--- src/rtl/mfb_pkg.sv ---
// Shared constants, request codes and inter-module types of the monochrome
// frame buffer pixel and line engine. No dependencies.
`default_nettype none

package mfb_pkg;

  localparam int SCREEN_WIDTH  = 84;
  localparam int SCREEN_HEIGHT = 48;
  localparam int PAGE_COUNT    = (SCREEN_HEIGHT + 7) / 8;
  localparam int STORE_BYTES   = SCREEN_WIDTH * PAGE_COUNT;
  localparam int ADDR_W        = $clog2(STORE_BYTES);
  // Wide enough for page * SCREEN_WIDTH + x and for STORE_BYTES itself.
  localparam int CALC_W        = 16;

  localparam logic [2:0] REQ_SET_PIX   = 3'd0;
  localparam logic [2:0] REQ_CLR_PIX   = 3'd1;
  localparam logic [2:0] REQ_INV_PIX   = 3'd2;
  localparam logic [2:0] REQ_DRAW_LINE = 3'd3;
  localparam logic [2:0] REQ_CLR_LINE  = 3'd4;
  localparam logic [2:0] REQ_READ_BYTE = 3'd5;

  typedef struct packed {
    logic load;
    logic adv;
  } mfb_step_ctl_t;

  typedef struct packed {
    logic [7:0] cx;
    logic [7:0] cy;
    logic       last;
  } mfb_step_sts_t;

endpackage

`default_nettype wire

--- src/rtl/mfb_frame_ram.sv ---
// Frame store: one write port and one registered read port.
// Depends on mfb_pkg for the store size.
`default_nettype none

module mfb_frame_ram (
  input  wire logic                      clk,
  input  wire logic                      we,
  input  wire logic [mfb_pkg::ADDR_W-1:0] waddr,
  input  wire logic [7:0]                wdata,
  input  wire logic                      re,
  input  wire logic [mfb_pkg::ADDR_W-1:0] raddr,
  output logic      [7:0]                rdata
);
  import mfb_pkg::*;

  logic [7:0] mem [STORE_BYTES];

  always_ff @(posedge clk) begin
    if (we) begin
      mem[waddr] <= wdata;
    end
  end

  always_ff @(posedge clk) begin
    if (re) begin
      rdata <= mem[raddr];
    end
  end

endmodule

`default_nettype wire

--- config.mk ---
export PLATFORM = sky130hd
export DESIGN_NAME = mfb_frame_ram
export DESIGN_NICKNAME = d
export VERILOG_FILES = /design/src/rtl/mfb_pkg.sv /design/src/rtl/mfb_frame_ram.sv
export SDC_FILE = /design/constraint.sdc
export NUM_CORES = 2
export LEC_CHECK = 0
export ABC_AREA = 1
export BUFFER_PORTS_ARGS = -buffer_cell sky130_fd_sc_hd__buf_2
export CORE_MARGIN = 1
export CORE_UTILIZATION = 45
export DETAILED_ROUTE_END_ITERATION = 7
export PLACE_DENSITY = 0.59
export REMOVE_ABC_BUFFERS = 1
export SLEW_MARGIN = 40
export SYNTH_ARGS = -nofsm -noshare
export SYNTH_HDL_FRONTEND = slang
export SYNTH_SLANG_ARGS = --single-unit
--- constraint.sdc ---
create_clock -name clk -period 4.2 [get_ports clk]
set_input_delay 0.84 -clock clk [delete_from_list [all_inputs] [get_ports clk]]
set_output_delay 0.84 -clock clk [all_outputs]
set_load 0.005 [all_outputs]
# Word level (Yosys, flattened, before mapping)
# Memory sizes are Yosys's and may differ from the RTL's. A register that Yosys moved wholly into a read port is not among the register bits.
# Index checks and enable logic that the tools add are counted.
# totals
in_bits	29
out_inout_bits	8
ram_bits	4032
regBits	0
n_memories	1
word_cells	3
# mem_list
memory	words	word_bits	read_ports	rd_ports_with_merged_regs	wr	line_no	rtl
mem	504	8	1	1	1	mfb_frame_ram.sv:16	logic [7:0] mem [STORE_BYTES];
# classes
muxes	2
# op_table
cell	count
$mux W1	2

# Logic depth before layout (Yosys ltp)
# depth
ltp_word	2
mapped_depth	16
mapped_depth_nobuf	13

# Least setup slack after synthesis
# OpenSTA, ideal clock, no wires.
# synth_path
path_kind	input to register
from	in waddr[1] in the netlist's numbering
to	mem mem[394][0] (enable)
path_buffers	1
setup_slack_ns	1.767
t_required_ns	3.830
setup_time_ns	0.370
cell_stages	7
arrival_time_ns	2.062
cell_sequence	inv_1 -> nor2_1 -> nand2_1 -> nor2_1 -> clkinv_1 -> clkbuf_1 -> nor2_1
# synth_rtl
element	line_no	rtl
from (decl)	mfb_frame_ram.sv:8	input wire logic [mfb_pkg::ADDR_W-1:0] waddr,
to (decl)	mfb_frame_ram.sv:16	
# No word-level cell before the write port.

==> out/qor.yml <==
antenna_found_initial: 17
power.share.clock_pct: 42.1
setup_viol_count_final: 0
grt_usage_pct: 25.7
yosysUniqueCellTypes: 18
grt_max_degree: 161
arrival_ns: 3.92
clk_latency_ns: 0.99
synth_area_leader_cell: "edfxtp_1"
path_max_fanout: 65
synth-seq-cells: 4040
ctsHoldBuffers: 0
io_pins: 37
power_frac_seq_pct: 51.7
status: "completed"
start_util_pct: 45.3
fin_skew_ns: 0.0581
worstMarginPinSlew_ns: 0.979
ant_nets: 0
max-cap-violations: 0
grt_first_pass_wirelength_mm: 700
vias_per_cell: 5.71
p_sw_share_pct: 23.0
design.die.area_sq_mm: 0.368
cts-root-buf: "clkbuf_16"
power.leakage_nw: 64.2
slew_headroom_pct: 34.8
instances_no_fill: 18900
worstSetupPathType: "input port to flop"
synth_cells: 13800
fillCellCount: 31100
dp.cells: 18100
finalPower_mw: 86.0
die_h_um: 606
cts_sinks: 4040
cts_max_path_buffers: 4
cts_resized: 0
drt_iter0_drc: 12800
avgSynthCellArea_sq_um: 11.9
grt_pass1_vias: 102000
critPathRequiredTime_ns: 4.91
final_nets: 13800
postCtsSetupBuffers: 0
combPwrFrac_pct: 6.2
cts_max_level: 5
firstDrtPassIters: 8
synthTopCellsByArea: "edfxtp_1 74%, nand3_1 12%, nand2_1 9.3%"
end_kind: "flop"
cts.clk_slew.worst_paths_ns: 0.06
remaining_drc_errors: 0
whs_ns: 0.343
min_path_type: "input port to flop"
intPower_mw: 66.2
coreArea_sq_mm: 0.363
vdd_drop_max_uv: 406
ys_seq_area_share_pct: 73.8
hpwlAfterDp_mm: 278
numCtsBuffers: 420
wl_per_cell_um: 25.3
cts_tree: "built"
synth_area_sq_mm: 0.164
hold_violations: 0
utilization_pct: 50.9
place.gp.congestion: 0.852
fmax_mhz: 311
fin_crit_sh_pct: 76.5
yosysWarnings: 0
rsz0062_at_grt: "false"
num_vias: 108000
layout_min_cycle_time_ns: 3.21
port_buffers: 36
power.density_mw_per_mm2: 465
power.switching_mw: 19.8
slew_viol_final: 0
std_cell_rows: 221
grt_overflow: 0
synth_top_cell_area_share_pct: 73.8
wl_mm: 480
critPathLaunchType: "input port"
syn2layout_area_growth_pct: 12.4
die_x_um: 606
drive_above_1_share_pct: 8.48
[stage by stage]
stage | TNS, ns | area, sq um | worst slack (ns)
after floorplan | -47.70 | 159000 | -6.17
after global placement | 0 | 171000 | 0.129
after detailed placement | 0 | 171000 | 0.120
after CTS | 0 | 185000 | 1.16
after global routing | 0 | 185000 | 0.992
final | 0 | 185000 | 0.986
[synthesized netlist by cell type, drive strengths merged]
cell type	count
a21oi	12
buf	740
clkbuf	226
clkinv	2
edfxtp	4040
inv	85
nand2	4068
nand3	3856
nor2	652
nor3	11
o211ai	6
o21ai	80
[critical path, cell delays in order]
cell and delay (ns):
buf_12 0.19, clkinv_16 0.28, buf_12 0.29, buf_12 0.24, nand2_1 0.08, nand3_1 0.07
nand3_1 0.12, nand3_1 0.16, nand3_1 0.23, nand3_1 0.20, nand3_1 0.29, nand3_1 0.31
nand3_1 0.31, nand2_1 0.08
[kinds of logic after synthesis]
kind of cell	Yosys count	synth area share, %
AOI/OAI and AO/OA	98	0.308
buffers and inverters	1053	3.30
DFF	4040	73.8
and+or+nand+nor	8587	22.6
[registers in the layout, summed over array words and instances, names as in the netlist]
signal  count
rdata       8
mem      4032
[power groups by stage]
stage | Combinational (mW) | Clock (mW) | Sequential (mW)
after CTS | 5.32 | 36.5 | 44.4
after global routing | 5.72 | 38.0 | 44.4
final | 5.36 | 36.2 | 44.4
after global placement | 5.27 | 0 | 45.3
after floorplan | 2.49 | 0 | 45.3
after detailed placement | 5.31 | 0 | 45.3
[path summary, 6_finish.rpt]
kind               start           to  slack [ns]  cells past startpoint
max             raddr[0]     rdata[2]        0.99                     14
min             wdata[4]  mem[330][4]        0.34                      1
max reg2reg  mem[133][2]     rdata[2]        1.61                     10
min reg2reg  mem[181][3]     rdata[3]        1.32                     10
[per-layer routing]
metal / wire length, um / global-route usage, % / vias up
met2: 223000 / 40.4 / 4788
met5: 0 / 0 / -
met4: 15700 / 8.69 / 0
met1: 200000 / 36.7 / 53600
met3: 40300 / 3.83 / 743
li1: - / - / 48900
[placed cells by master, fill, tap and decap left out]
| master | Yosys | layout |
|---|---|---|
| inv_1 | 82 | 78 |
| clkinv_1 | 2 | 98 |
| nor2_1 | 652 | 583 |
| nand3_1 | 3856 | 3856 |
| inv_8 | 0 | 3 |
| inv_16 | 0 | 6 |
| clkinvlp_4 | 0 | 5 |
| inv_6 | 1 | 9 |
| nor3_1 | 11 | 11 |
| buf_4 | 170 | 339 |
| nand2_1 | 4068 | 4047 |
| edfxtp_1 | 4040 | 4040 |
| buf_6 | 33 | 2 |
| clkbuf_16 | 0 | 423 |
| buf_12 | 0 | 153 |
| clkinv_16 | 0 | 5 |
| o21ai_1 | 2 | 2 |
| clkbuf_1 | 226 | 105 |
| buf_2 | 458 | 22 |
| nor2_4 | 0 | 1 |
| diode_2 | 0 | 19 |
| o21ai_0 | 78 | 78 |
| bufinv_16 | 0 | 31 |
| buf_8 | 0 | 11 |
| nor2_2 | 0 | 68 |
| clkinv_8 | 0 | 7 |
| o211ai_1 | 6 | 6 |
| inv_2 | 2 | 2 |
| nand2_8 | 0 | 3 |
| clkinv_2 | 0 | 88 |
| nand2_4 | 0 | 12 |
| a21oi_1 | 12 | 12 |
| nand2_2 | 0 | 6 |
[layout make-up]
type,count,area [sq um],area share (%)
multi-input cells,8685,37900,20.5
flip-flops and latches,4040,121000,65.7
inverters,87,387,0.209
diodes,19,47.5,0.0257
repair buffers,527,5910,3.20
well taps,4794,6000,3.25
clock buffers,528,11000,5.94
clock inverters,245,2190,1.18
No activity file was read; power rests on OpenSTA's default activity.
