<file path="config.mk">
export PLATFORM = sky130hd
export DESIGN_NAME = mfb_line_stepper
export DESIGN_NICKNAME = d
export VERILOG_FILES = /design/src/rtl/mfb_pkg.sv /design/src/rtl/mfb_line_stepper.sv
export SDC_FILE = /design/constraint.sdc
export NUM_CORES = 1
export LEC_CHECK = 0
export ABC_AREA = 0
export BUFFER_PORTS_ARGS = -buffer_cell sky130_fd_sc_hd__buf_4
export CORE_ASPECT_RATIO = 0.9
export CORE_MARGIN = 5
export CORE_UTILIZATION = 40
export DETAILED_ROUTE_END_ITERATION = 6
export PLACE_DENSITY = 0.7
export SLEW_MARGIN = 20
export SYNTH_ARGS = -nofsm -noshare
export SYNTH_HDL_FRONTEND = slang
export SYNTH_SLANG_ARGS = --single-unit
</file>
<file path="constraint.sdc">
create_clock -name clk -period 6.3 [get_ports clk]
set_input_delay 1.26 -clock clk [delete_from_list [all_inputs] [get_ports clk]]
set_output_delay 1.26 -clock clk [all_outputs]
set_load 0.03 [all_outputs]
</file>
<file path="src/rtl/mfb_pkg.sv">
// Shared constants, request codes and inter-module types of the monochrome
// frame buffer pixel and line engine. No dependencies.
`default_nettype none

package mfb_pkg;

  localparam int SCREEN_WIDTH  = 84;
  localparam int SCREEN_HEIGHT = 48;
  localparam int PAGE_COUNT    = (SCREEN_HEIGHT + 7) / 8;
  localparam int STORE_BYTES   = SCREEN_WIDTH * PAGE_COUNT;
  localparam int ADDR_W        = $clog2(STORE_BYTES);
  // Wide enough for page * SCREEN_WIDTH + x and for STORE_BYTES itself.
  localparam int CALC_W        = 16;

  localparam logic [2:0] REQ_SET_PIX   = 3'd0;
  localparam logic [2:0] REQ_CLR_PIX   = 3'd1;
  localparam logic [2:0] REQ_INV_PIX   = 3'd2;
  localparam logic [2:0] REQ_DRAW_LINE = 3'd3;
  localparam logic [2:0] REQ_CLR_LINE  = 3'd4;
  localparam logic [2:0] REQ_READ_BYTE = 3'd5;

  typedef struct packed {
    logic load;
    logic adv;
  } mfb_step_ctl_t;

  typedef struct packed {
    logic [7:0] cx;
    logic [7:0] cy;
    logic       last;
  } mfb_step_sts_t;

endpackage

`default_nettype wire

</file>
<file path="src/rtl/mfb_line_stepper.sv">
// Line stepper: per-axis error accumulators that advance the current point
// by one plotted point per advance strobe. Depends on mfb_pkg.
`default_nettype none

module mfb_line_stepper (
  input  wire logic                   clk,
  input  wire logic                   rst_n,
  input  wire mfb_pkg::mfb_step_ctl_t ctl,
  input  wire logic [7:0]             x_start,
  input  wire logic [7:0]             y_start,
  input  wire logic [7:0]             x_end,
  input  wire logic [7:0]             y_end,
  output mfb_pkg::mfb_step_sts_t      sts
);
  import mfb_pkg::*;

  logic [7:0] cx_r, cy_r, dx_r, dy_r, dist_r, step_x_r, step_y_r;
  logic [8:0] err_x_r, err_y_r, cnt_r;

  logic [7:0] ld_dx, ld_dy, ld_sx, ld_sy, ld_dist;
  logic [8:0] ex_sum, ey_sum;

  always_comb begin
    if (x_end > x_start) begin
      ld_dx = x_end - x_start;
      ld_sx = 8'h01;
    end else begin
      ld_dx = x_start - x_end;
      ld_sx = (x_end == x_start) ? 8'h00 : 8'hFF;
    end
    if (y_end > y_start) begin
      ld_dy = y_end - y_start;
      ld_sy = 8'h01;
    end else begin
      ld_dy = y_start - y_end;
      ld_sy = (y_end == y_start) ? 8'h00 : 8'hFF;
    end
    ld_dist = (ld_dx > ld_dy) ? ld_dx : ld_dy;
    ex_sum  = err_x_r + {1'b0, dx_r};
    ey_sum  = err_y_r + {1'b0, dy_r};
  end

  always_ff @(posedge clk) begin
    if (!rst_n) begin
      cnt_r    <= '0;
      err_x_r  <= '0;
      err_y_r  <= '0;
      step_x_r <= '0;
      step_y_r <= '0;
    end else if (ctl.load) begin
      cx_r     <= x_start;
      cy_r     <= y_start;
      dx_r     <= ld_dx;
      dy_r     <= ld_dy;
      dist_r   <= ld_dist;
      step_x_r <= ld_sx;
      step_y_r <= ld_sy;
      err_x_r  <= '0;
      err_y_r  <= '0;
      // Remaining points after the current one: the line plots dist + 2.
      cnt_r    <= {1'b0, ld_dist} + 9'd1;
    end else if (ctl.adv) begin
      if (ex_sum > {1'b0, dist_r}) begin
        err_x_r <= ex_sum - {1'b0, dist_r};
        cx_r    <= cx_r + step_x_r;
      end else begin
        err_x_r <= ex_sum;
      end
      if (ey_sum > {1'b0, dist_r}) begin
        err_y_r <= ey_sum - {1'b0, dist_r};
        cy_r    <= cy_r + step_y_r;
      end else begin
        err_y_r <= ey_sum;
      end
      if (cnt_r != '0) begin
        cnt_r <= cnt_r - 9'd1;
      end
    end
  end

  assign sts.cx   = cx_r;
  assign sts.cy   = cy_r;
  assign sts.last = (cnt_r == '0);

endmodule

`default_nettype wire

</file>
# Yosys cells after proc, flatten, opt, wreduce, memory -nomap -nowiden
# Cells that the tools add are included.
dict set report word_totals {
  register_bits 83
  latchBits 0
  ramBits 0
  romBits 0
  input_bits 36
  out_inout_bits 17
  wordCells 59
  n_memories 0
}
dict set report classes {
  addsub 12
  multipliers 0
  div_mod_pow 0
  order_cmp 5
  eq_ne 2
  shift 0
  mux 18
  n_bitwise 1
  n_reduce_logical 11
}
# operator count
set ops {}
lappend ops {{8-bit 2-to-1 mux} 13}
lappend ops {{9-bit 2-to-1 mux} 5}
lappend ops {{8-bit subtractor} 4}
lappend ops {{8-bit > comparator} 3}
lappend ops {{9-bit by 8-bit adder with 9-bit output} 2}
lappend ops {{9-bit by 8-bit > comparator with 1-bit output} 2}
lappend ops {{9-bit by 8-bit subtractor with 9-bit output} 2}
lappend ops {{8-bit adder} 2}
lappend ops {{8-bit equality test} 2}
lappend ops {{8-bit by 1-bit adder with 9-bit output (second input constant)} 1}
lappend ops {{9-bit zero test} 1}
lappend ops {{9-bit nonzero test} 1}
lappend ops {{9-bit by 1-bit subtractor with 9-bit output (second input constant)} 1}
lappend ops {{2-bit nonzero test} 4}
lappend ops {{3-bit AND reduction} 2}
lappend ops {{2-bit AND reduction} 2}
lappend ops {{2-bit OR reduction} 1}
lappend ops {{1-bit inverter} 1}

# Depth between registers and ports, before layout
# Gate-level depths: netlist of the first run.
dict set report depth {
  word_depth 6
  depth_mapped 26
  depth_no_buf 26
}

# Least setup slack after synthesis of the first run
# Ideal clock, no wire load.
dict set report synth_timing {
  kind {input -> register}
  from {in x_start[7]}
  to {reg cnt_r[8]}
  setup_ps 96
  arrival_ps 6161
  t_required_ps 6204
  path_slack_ps 44
  path_stages 22
  path_buffers 1
  cell_sequence {inv_1 > ha_1 > nand4_1 > or4_4 > o21ai_2 > buf_4 > mux2_2 > or4_1 > a22oi_2 > ha_1 > a21oi_1 > nor2b_1 > o21ai_0 > nand2b_1 > a311oi_1 > o31ai_1 > nand2_1 > mux2i_1 > ha_1 > nand3_1 > mux2_4 > o41ai_2}
}
dict set report synth_between {
  elab_chain_len 6
  elab_cells_between_ends 8
  cone_classes {3 x add/sub; 2 x order compare; 3 x mux}
}
# item line_no
set synth_rtl {}
lappend synth_rtl {{start: declaration} mfb_line_stepper.sv:9} ;# input wire logic [7:0] x_start,
lappend synth_rtl {{8-bit > comparator} mfb_line_stepper.sv:24} ;# if (x_end > x_start) begin
lappend synth_rtl {{8-bit 2-to-1 mux} mfb_line_stepper.sv:24}
lappend synth_rtl {{via ld_dx[5]} mfb_line_stepper.sv:20} ;# logic [7:0] ld_dx, ld_dy, ld_sx, ld_sy, ld_dist;
lappend synth_rtl {{8-bit > comparator} mfb_line_stepper.sv:38} ;# ld_dist = (ld_dx > ld_dy) ? ld_dx : ld_dy;
lappend synth_rtl {{8-bit 2-to-1 mux} mfb_line_stepper.sv:38}
lappend synth_rtl {{via ld_dist[0]} mfb_line_stepper.sv:20}
lappend synth_rtl {{8-bit by 1-bit adder with 9-bit output} mfb_line_stepper.sv:61} ;# cnt_r <= {1'b0, ld_dist} + 9'd1;
lappend synth_rtl {{9-bit 2-to-1 mux} mfb_line_stepper.sv:50} ;# end else if (ctl.load) begin
lappend synth_rtl {{end signal: assignment} mfb_line_stepper.sv:61}
lappend synth_rtl {{end signal: assignment} mfb_line_stepper.sv:76} ;# cnt_r <= cnt_r - 9'd1;
lappend synth_rtl {{end: declaration} mfb_line_stepper.sv:18} ;# logic [8:0] err_x_r, err_y_r, cnt_r;
# The timed path passes the listed nets, and every way through them passes these cells.
# A chain may end at the register's enable or synchronous reset.

# Final worst setup path of the first run
dict set report layout_timing {
  from {in x_start[4]}
  to {reg cnt_r[8]}
}
dict set report layout_between {
  elab_chain_len 6
  elab_cells_between_ends 8
  cone_classes {3 x add/sub; 2 x order compare; 3 x mux}
}
# item line_no
set layout_rtl {}
lappend layout_rtl {{8-bit subtractor, or another cell as far along} mfb_line_stepper.sv:28} ;# ld_dx = x_start - x_end;
lappend layout_rtl {{8-bit 2-to-1 mux *} mfb_line_stepper.sv:24}
lappend layout_rtl {{via ld_dx[5]} mfb_line_stepper.sv:20}
lappend layout_rtl {{8-bit > comparator *} mfb_line_stepper.sv:38}
lappend layout_rtl {{8-bit 2-to-1 mux *} mfb_line_stepper.sv:38}
lappend layout_rtl {{via ld_dist[0]} mfb_line_stepper.sv:20}
lappend layout_rtl {{8-bit by 1-bit adder with 9-bit output *} mfb_line_stepper.sv:61}
lappend layout_rtl {{9-bit 2-to-1 mux *} mfb_line_stepper.sv:50}
# Mark *: on every way through the listed nets, which the timed path passes. The rest lies on a longest branch.

==> results of run 1 <==
## worst register-to-register path: stages, from the launching register on
cell and delay (ns):
edfxtp_1 0.42, ha_1 0.25, fa_1 0.41, xor2_1 0.19, ha_1 0.36, o21ai_0 0.12
a21boi_0 0.28, o21ai_0 0.14, a21boi_0 0.30, o21a_1 0.18, o21a_1 0.16, o22a_1 0.32
o21ai_0 0.19, a21oi_1 0.78
## per-stage QoR
stage          TNS (ns)  instances  hold WS [ns]  cell area, sq um
3_5_place_dp    -0.0856       1027         0.479              7420
4_1_cts               0       1043         0.492              7720
3_3_place_gp          0       1027         0.469              7420
6_report              0       1043         0.496              7730
2_1_floorplan         0        759         0.429              6630
5_1_grt               0       1043         0.527              7730
## Yosys cell counts, types with 4 or more instances
| master | instances | area share [%] |
|---|---|---|
| and4_1 | 5 | 0.66 |
| edfxtp_1 | 40 | 18 |
| o21ai_0 | 59 | 4.5 |
| o211ai_1 | 8 | 0.91 |
| dfxtp_1 | 31 | 9.4 |
| a31oi_1 | 14 | 1.3 |
| a21boi_0 | 4 | 0.45 |
| o211a_1 | 6 | 0.91 |
| nor3_1 | 12 | 0.91 |
| buf_2 | 5 | 0.38 |
| inv_1 | 94 | 5.3 |
| clkbuf_1 | 16 | 0.91 |
| nor2_1 | 32 | 1.8 |
| a211o_1 | 5 | 0.66 |
| xnor2_1 | 41 | 5.4 |
| xor2_1 | 15 | 2.0 |
| nand3_1 | 22 | 1.7 |
| nand4_1 | 7 | 0.66 |
| ha_1 | 84 | 16 |
| and2_1 | 5 | 0.47 |
| nor2b_1 | 4 | 0.38 |
| mux2_2 | 7 | 1.2 |
| mux2i_1 | 18 | 2.7 |
| nand2_1 | 47 | 2.7 |
| fa_1 | 10 | 3.0 |
| o21bai_1 | 14 | 1.6 |
| a211oi_1 | 9 | 1.0 |
| a21oi_1 | 59 | 4.5 |
| a21o_1 | 19 | 2.2 |
| nor4_1 | 4 | 0.38 |
| o21a_1 | 7 | 0.79 |
## per-layer routing
layer  up-vias  track usage (%)  share of wire, %
met2       129             27.8                46
met5         -                0                 0
met1      2668             21.9                47
met3        18             3.47               4.8
li1       2891                -                 -
met4         0             4.04               1.4
## worst max-delay path by stage
stage,end,slack [ns]
floorplan,cnt_r[8],0.04
global placement,cnt_r[6],0.15
detailed placement,cnt_r[8],-0.04
CTS,cnt_r[6],0.31
global route,cnt_r[6],0.02
finish,cnt_r[8],0.31
## repair_timing
item                                    4_1_cts  5_1_grt
hold buffers                                  0        0
endpoints found under the setup margin        0        3
resized for setup                             0        3
## power by group through the flow
stage | Sequential (mW) | Combinational [mW] | Clock, mW
2_1_floorplan | 0.665 | 1.01 | 0
3_3_place_gp | 0.651 | 1.35 | 0
3_5_place_dp | 0.652 | 1.37 | 0
4_1_cts | 0.642 | 1.38 | 0.535
5_1_grt | 0.651 | 1.56 | 0.554
6_report | 0.642 | 1.39 | 0.524
## sequential cells by signal, indices dropped and copies added (netlist names)
register,flops
dy_r,8
err_y_r,9
dist_r,8
step_y_r,2
err_x_r,9
dx_r,8
cx_r,8
cnt_r,9
cy_r,8
step_x_r,2
## cell families after synthesis
group | synth area share (%)
AOI/OAI and AO/OA | 23.5
and+or+nand+nor | 11.5
adders and majority gates | 18.9
muxes | 4.14
xor gates and xnor gates | 7.65
buffers and inverters | 6.78
DFF | 27.5
## layout make-up
type                    instances  area share [%]
repair buffers                 84            8.16
well taps                     207            3.35
clock buffers                  10            2.96
inverters                      94            4.56
multi-input cells             571            56.5
clock inverters                 6           0.890
flip-flops and latches         71            23.6
==> reports/metrics.cfg, run 1 <==
[run_status]
run_status=complete, no violations

[synth]
syn-num-nets=889
yosysWarnings=0
avgSynthCellArea_sq_um=8.73
ys_seq_elements=71
ys_types=65
synthArstFlopShare_pct=0
synth_ff_type=edfxtp_1
netlist_area_sq_um=6630
synth-edff-count=40
synth_cells=759
ys_seq_area_share_pct=27.5

[sta]
worstMarginPinSlew_ns=1.04
finalCritPeriodShare_pct=95.1
max_freq_mhz=167
hold_viol_final=0
slew_headroom_pct=30.5
fin_worst_skew_ns=0.00987
period_needed_ns=5.99
slew_viol_final=0
rsz0062_at_grt=no
setup_violations=0
layout_setup_ws_ns=0.311

[finish]
num_antenna_cells=0
layout_commonest_cell=inv_1
seqCellArea_sq_um=1820
fill_cells=1579
multi_input_area_sq_um=4370
fin_nets=961
drive_above_1_share_pct=14.5
utilization_pct=47.8
mostFrequentLayoutCells=inv_1, ha_1, buf_4
syn2layout_area_growth_pct=16.7

[critical_path]
path_max_fanout=5
worstSetupPathDepth=23
crit_path_start_kind=input pin
required_ns=6.55
path_common_cell=ha_1
worstPathCellList=buf_4, inv_1, ha_1, nand4_1, or4_4, o21ai_2, buf_4, mux2_2, or4_1, a22oi_2, ha_1, a21oi_1, nor2b_1, o21ai_0, nand2b_1, a311oi_1, o31ai_1, nand2_1, mux2i_1, ha_1, nand3_1, mux2_4, o41ai_2
critical-path-max-stage-delay_ns=0.55
crit_path_end_kind=register
cp_top_family=simple AND/OR/NAND/NOR gates
path_class=in -> reg
timing.rr.start=dy_r[0]
crit_slowest_cell=or4_4
rr_worst_depth=13
r2r_slack_ns=1.83
timing.rr.end=cy_r[0]
critical_path_buf_inv_count=3
crit_path_start=x_start[4]
arrival_ns=6.24

[placed_design]
globalplace.congestion=0.908
place_ws_ns=-0.0430
dp_hpwl_um=12500
port_buffers=52

[power]
vdd_drop_max_mv=0.165
power_mw=2.56
pwr-share-comb_pct=54.4
leakage_nw=3.57
intPower_mw=1.49
power_frac_seq_pct=25.1
p_sw_share_pct=41.7
clkPwrFrac_pct=20.5
p_switching_mw=1.06
p_per_area_nw_per_um2=331

[hold_path]
hp-start=step_y_r[0]
worstHoldEndpoint=step_y_r[0]
worstHoldPathCells=2
min_path_type=reg -> reg

[routing]
dr.pass1.iters=5
drt_iter0_markers=438
post_drt_wl_per_cell_um=15.5
postRouteAntennaNets=0
vias_per_cell=5.47
route.detailed.drc=0
wirelength_um=16100
vias=5706

[clock_tree]
cts_root_buffer=clkbuf_16
cts_buffers=9
clockBufferDepth=2
clkTransAtPathRegs_ns=0.06
clk_latency_ns=0.34
postCtsSetupBuffers=0
clock_sinks=71
htree_levels=3
cts_tree=yes

[floorplan]
core-area_sq_um=16200
fp.dieArea_sq_um=19200
die_x_um=146
start_util_pct=40.9
rows=44
die_y_um=132
pin_count=53

[run]
cap_violations=0

[global_route]
gr-total-overflow=0
antenna_found_initial=0
grt_pass1_vias=5521
grt_pass1_wl_um=26700
grt_max_degree=44
grtUsageTotal_pct=16.6

No activity file was read; power rests on OpenSTA's default activity.
==> run 2: changes to the inputs <==
==> constraint.sdc (replaced) <==
create_clock -name clk -period 6.3 [get_ports clk]
set_input_delay 0.63 -clock clk [delete_from_list [all_inputs] [get_ports clk]]
set_output_delay 0.63 -clock clk [all_outputs]
set_load 0.03 [all_outputs]
==> run 2 against run 1 <==
Net effect:
- sequential power is 0.6% higher
- largest cell class unchanged
- non-clock buffer count down 26
- critical path depth is 1 lower
- core utilization decreased by 0.90 points
- critical endpoint is now cnt_r[6]
- largest power group unchanged
- clock-buffer cell count did not move
- routed wire length shrank 1.3%
- global-route usage is essentially flat
- setup slack better by 0.30 ns
==> reports/metrics.cfg, run 2 (synthesis gave the netlist of run 1 again) <==
[run_status]
run_status=complete, no violations

[sta]
setup_tns_ns=0  ; unchanged
max_freq_mhz=176  ; +5.3%
slew_headroom_pct=33.1  ; +2.6 points
fin_worst_skew_ns=0.00434  ; -0.00554 ns
whs_ns=0.469  ; -0.0274 ns
period_needed_ns=5.69  ; -0.300 ns
rsz0062_at_grt=no
setup_violations=0  ; unchanged
slew_viol_final=0  ; unchanged
worstMarginPinSlew_ns=1.00  ; -0.0385 ns
layout_setup_ws_ns=0.610  ; +0.300 ns
hold_viol_final=0  ; unchanged
finalCritPeriodShare_pct=90.3  ; -4.8 points

[critical_path]
rr_worst_depth=13  ; unchanged
arrival_ns=5.88  ; -0.36 ns
required_ns=6.49  ; -0.06 ns
path_class=in -> reg
crit_path_end_kind=register
path_max_fanout=5  ; unchanged
crit_path_start_kind=input pin

[clock_tree]
clockBufferDepth=2  ; unchanged
clkTransAtPathRegs_ns=0.06  ; about the same
clock_sinks=71  ; unchanged
htree_levels=3  ; unchanged
cts_tree=yes
hold_buffers=0  ; unchanged
postCtsSetupBuffers=0  ; unchanged
clk_latency_ns=0.34  ; about the same
cts_root_buffer=clkbuf_16
cts_buffers=9  ; unchanged
cts_resized=0  ; unchanged

[routing]
postRouteAntennaNets=0  ; unchanged
post_drt_wl_per_cell_um=15.7  ; +1.3%
vias=5661  ; -0.79%
drt_iter0_markers=429  ; -2.1%
route.detailed.drc=0  ; unchanged
wirelength_um=15900  ; -1.3%
vias_per_cell=5.57  ; +1.7%
dr.pass1.iters=5  ; unchanged

[finish]
drive_above_1_share_pct=11.4  ; -3.1 points
layout_commonest_cell=inv_1
fin_nets=935  ; -2.7%
fill_cells=1601  ; +1.4%
num_antenna_cells=0  ; unchanged
multi_input_area_sq_um=4360  ; -0.34%
syn2layout_area_growth_pct=14.5
mostFrequentLayoutCells=inv_1, ha_1, a21oi_1, o21ai_0, buf_4
seqCellArea_sq_um=1820  ; unchanged
reg.largest.list=cnt_r x9, err_x_r x9, err_y_r x9

[floorplan]
rows=44  ; unchanged
start_util_pct=40.9  ; unchanged
pin_count=53  ; unchanged
core-area_sq_um=16200  ; unchanged
die_x_um=146  ; unchanged
die_y_um=132  ; unchanged
fp.dieArea_sq_um=19200  ; unchanged

[global_route]
antenna_found_initial=0  ; unchanged
gr-total-overflow=0  ; unchanged
grtUsageTotal_pct=16.6  ; about the same
grt_pass1_wl_um=26700  ; about the same
grt_max_degree=44  ; unchanged
grt_pass1_vias=5443  ; -1.4%

[placed_design]
globalplace.congestion=0.879  ; -3.2%
port_buffers=52  ; unchanged
place_ws_ns=0.361  ; +0.404 ns
dp_hpwl_um=12200  ; -2.2%

[power]
leakage_nw=3.46  ; -2.9%
p_per_area_nw_per_um2=346  ; +4.6%
power_mw=2.62  ; +2.6%
vdd_drop_max_mv=0.200  ; +21%

[run]
cap_violations=0  ; unchanged

[hold_path]
worstHoldPathCells=2  ; unchanged
min_path_type=reg -> reg

## run 2: changes by cell type in the layout (fill, tap and decap cells not counted), sizes merged
cell / change
bufinv: +3
inv: -3
buf: -26
## run 2: final timing paths
path                  to        start  slack, ns
max             cnt_r[6]   x_start[4]       0.61
min reg2reg  step_y_r[0]  step_y_r[0]       0.47
max reg2reg      cx_r[6]      dx_r[0]       1.88
min          step_y_r[0]  step_y_r[0]       0.47
## run 2: routing by layer
layer  GRT usage, %  wire (um)  up-vias
met5              0          0        -
met4           3.99        168        0
met3           3.20        774       15
met2           26.8       7330      153
met1           22.9       7650     2655
li1               -          -     2838
## run 2: power breakdown
part	switching (mW)	total, mW	internal [mW]
registers	0.0544	0.646	0.591
logic	0.793	1.35	0.556
clock network	0.202	0.628	0.426
total	1.05	2.62	1.57
## run 2: stage by stage
step	instance area (sq um)	instances	utilization, %
global route	7590	1017	46.9
finish	7590	1017	46.9
CTS	7590	1017	46.9
floorplan	6630	759	-
detailed placement	7220	1001	44.6
global placement	7220	1001	44.6
## run 2: area by class of cell
cell class / count / area share [%]
Inverter: 94 / 4.65
Multi-Input combinational cell: 571 / 57.4
Clock inverter: 6 / 1.75
Sequential cell: 71 / 24.0
Clock buffer: 10 / 3.02
Tap cell: 207 / 3.41
Timing Repair Buffer: 58 / 5.74
## run 2: critical path, stage by stage
cell	delay, ns
buf_4	0.09
inv_1	0.04
ha_1	0.37
nand4_1	0.16
or4_4	0.54
o211a_1	0.14
a2111oi_0	0.67
or4_1	0.25
a211oi_1	0.08
nor3_1	0.55
ha_1	0.35
o21ai_0	0.09
nand2b_1	0.10
a311oi_1	0.25
o31ai_1	0.15
nand2_1	0.12
mux2i_1	0.32
ha_1	0.26
nand3_1	0.16
o21a_1	0.22
o211ai_1	0.17
o311ai_0	0.17
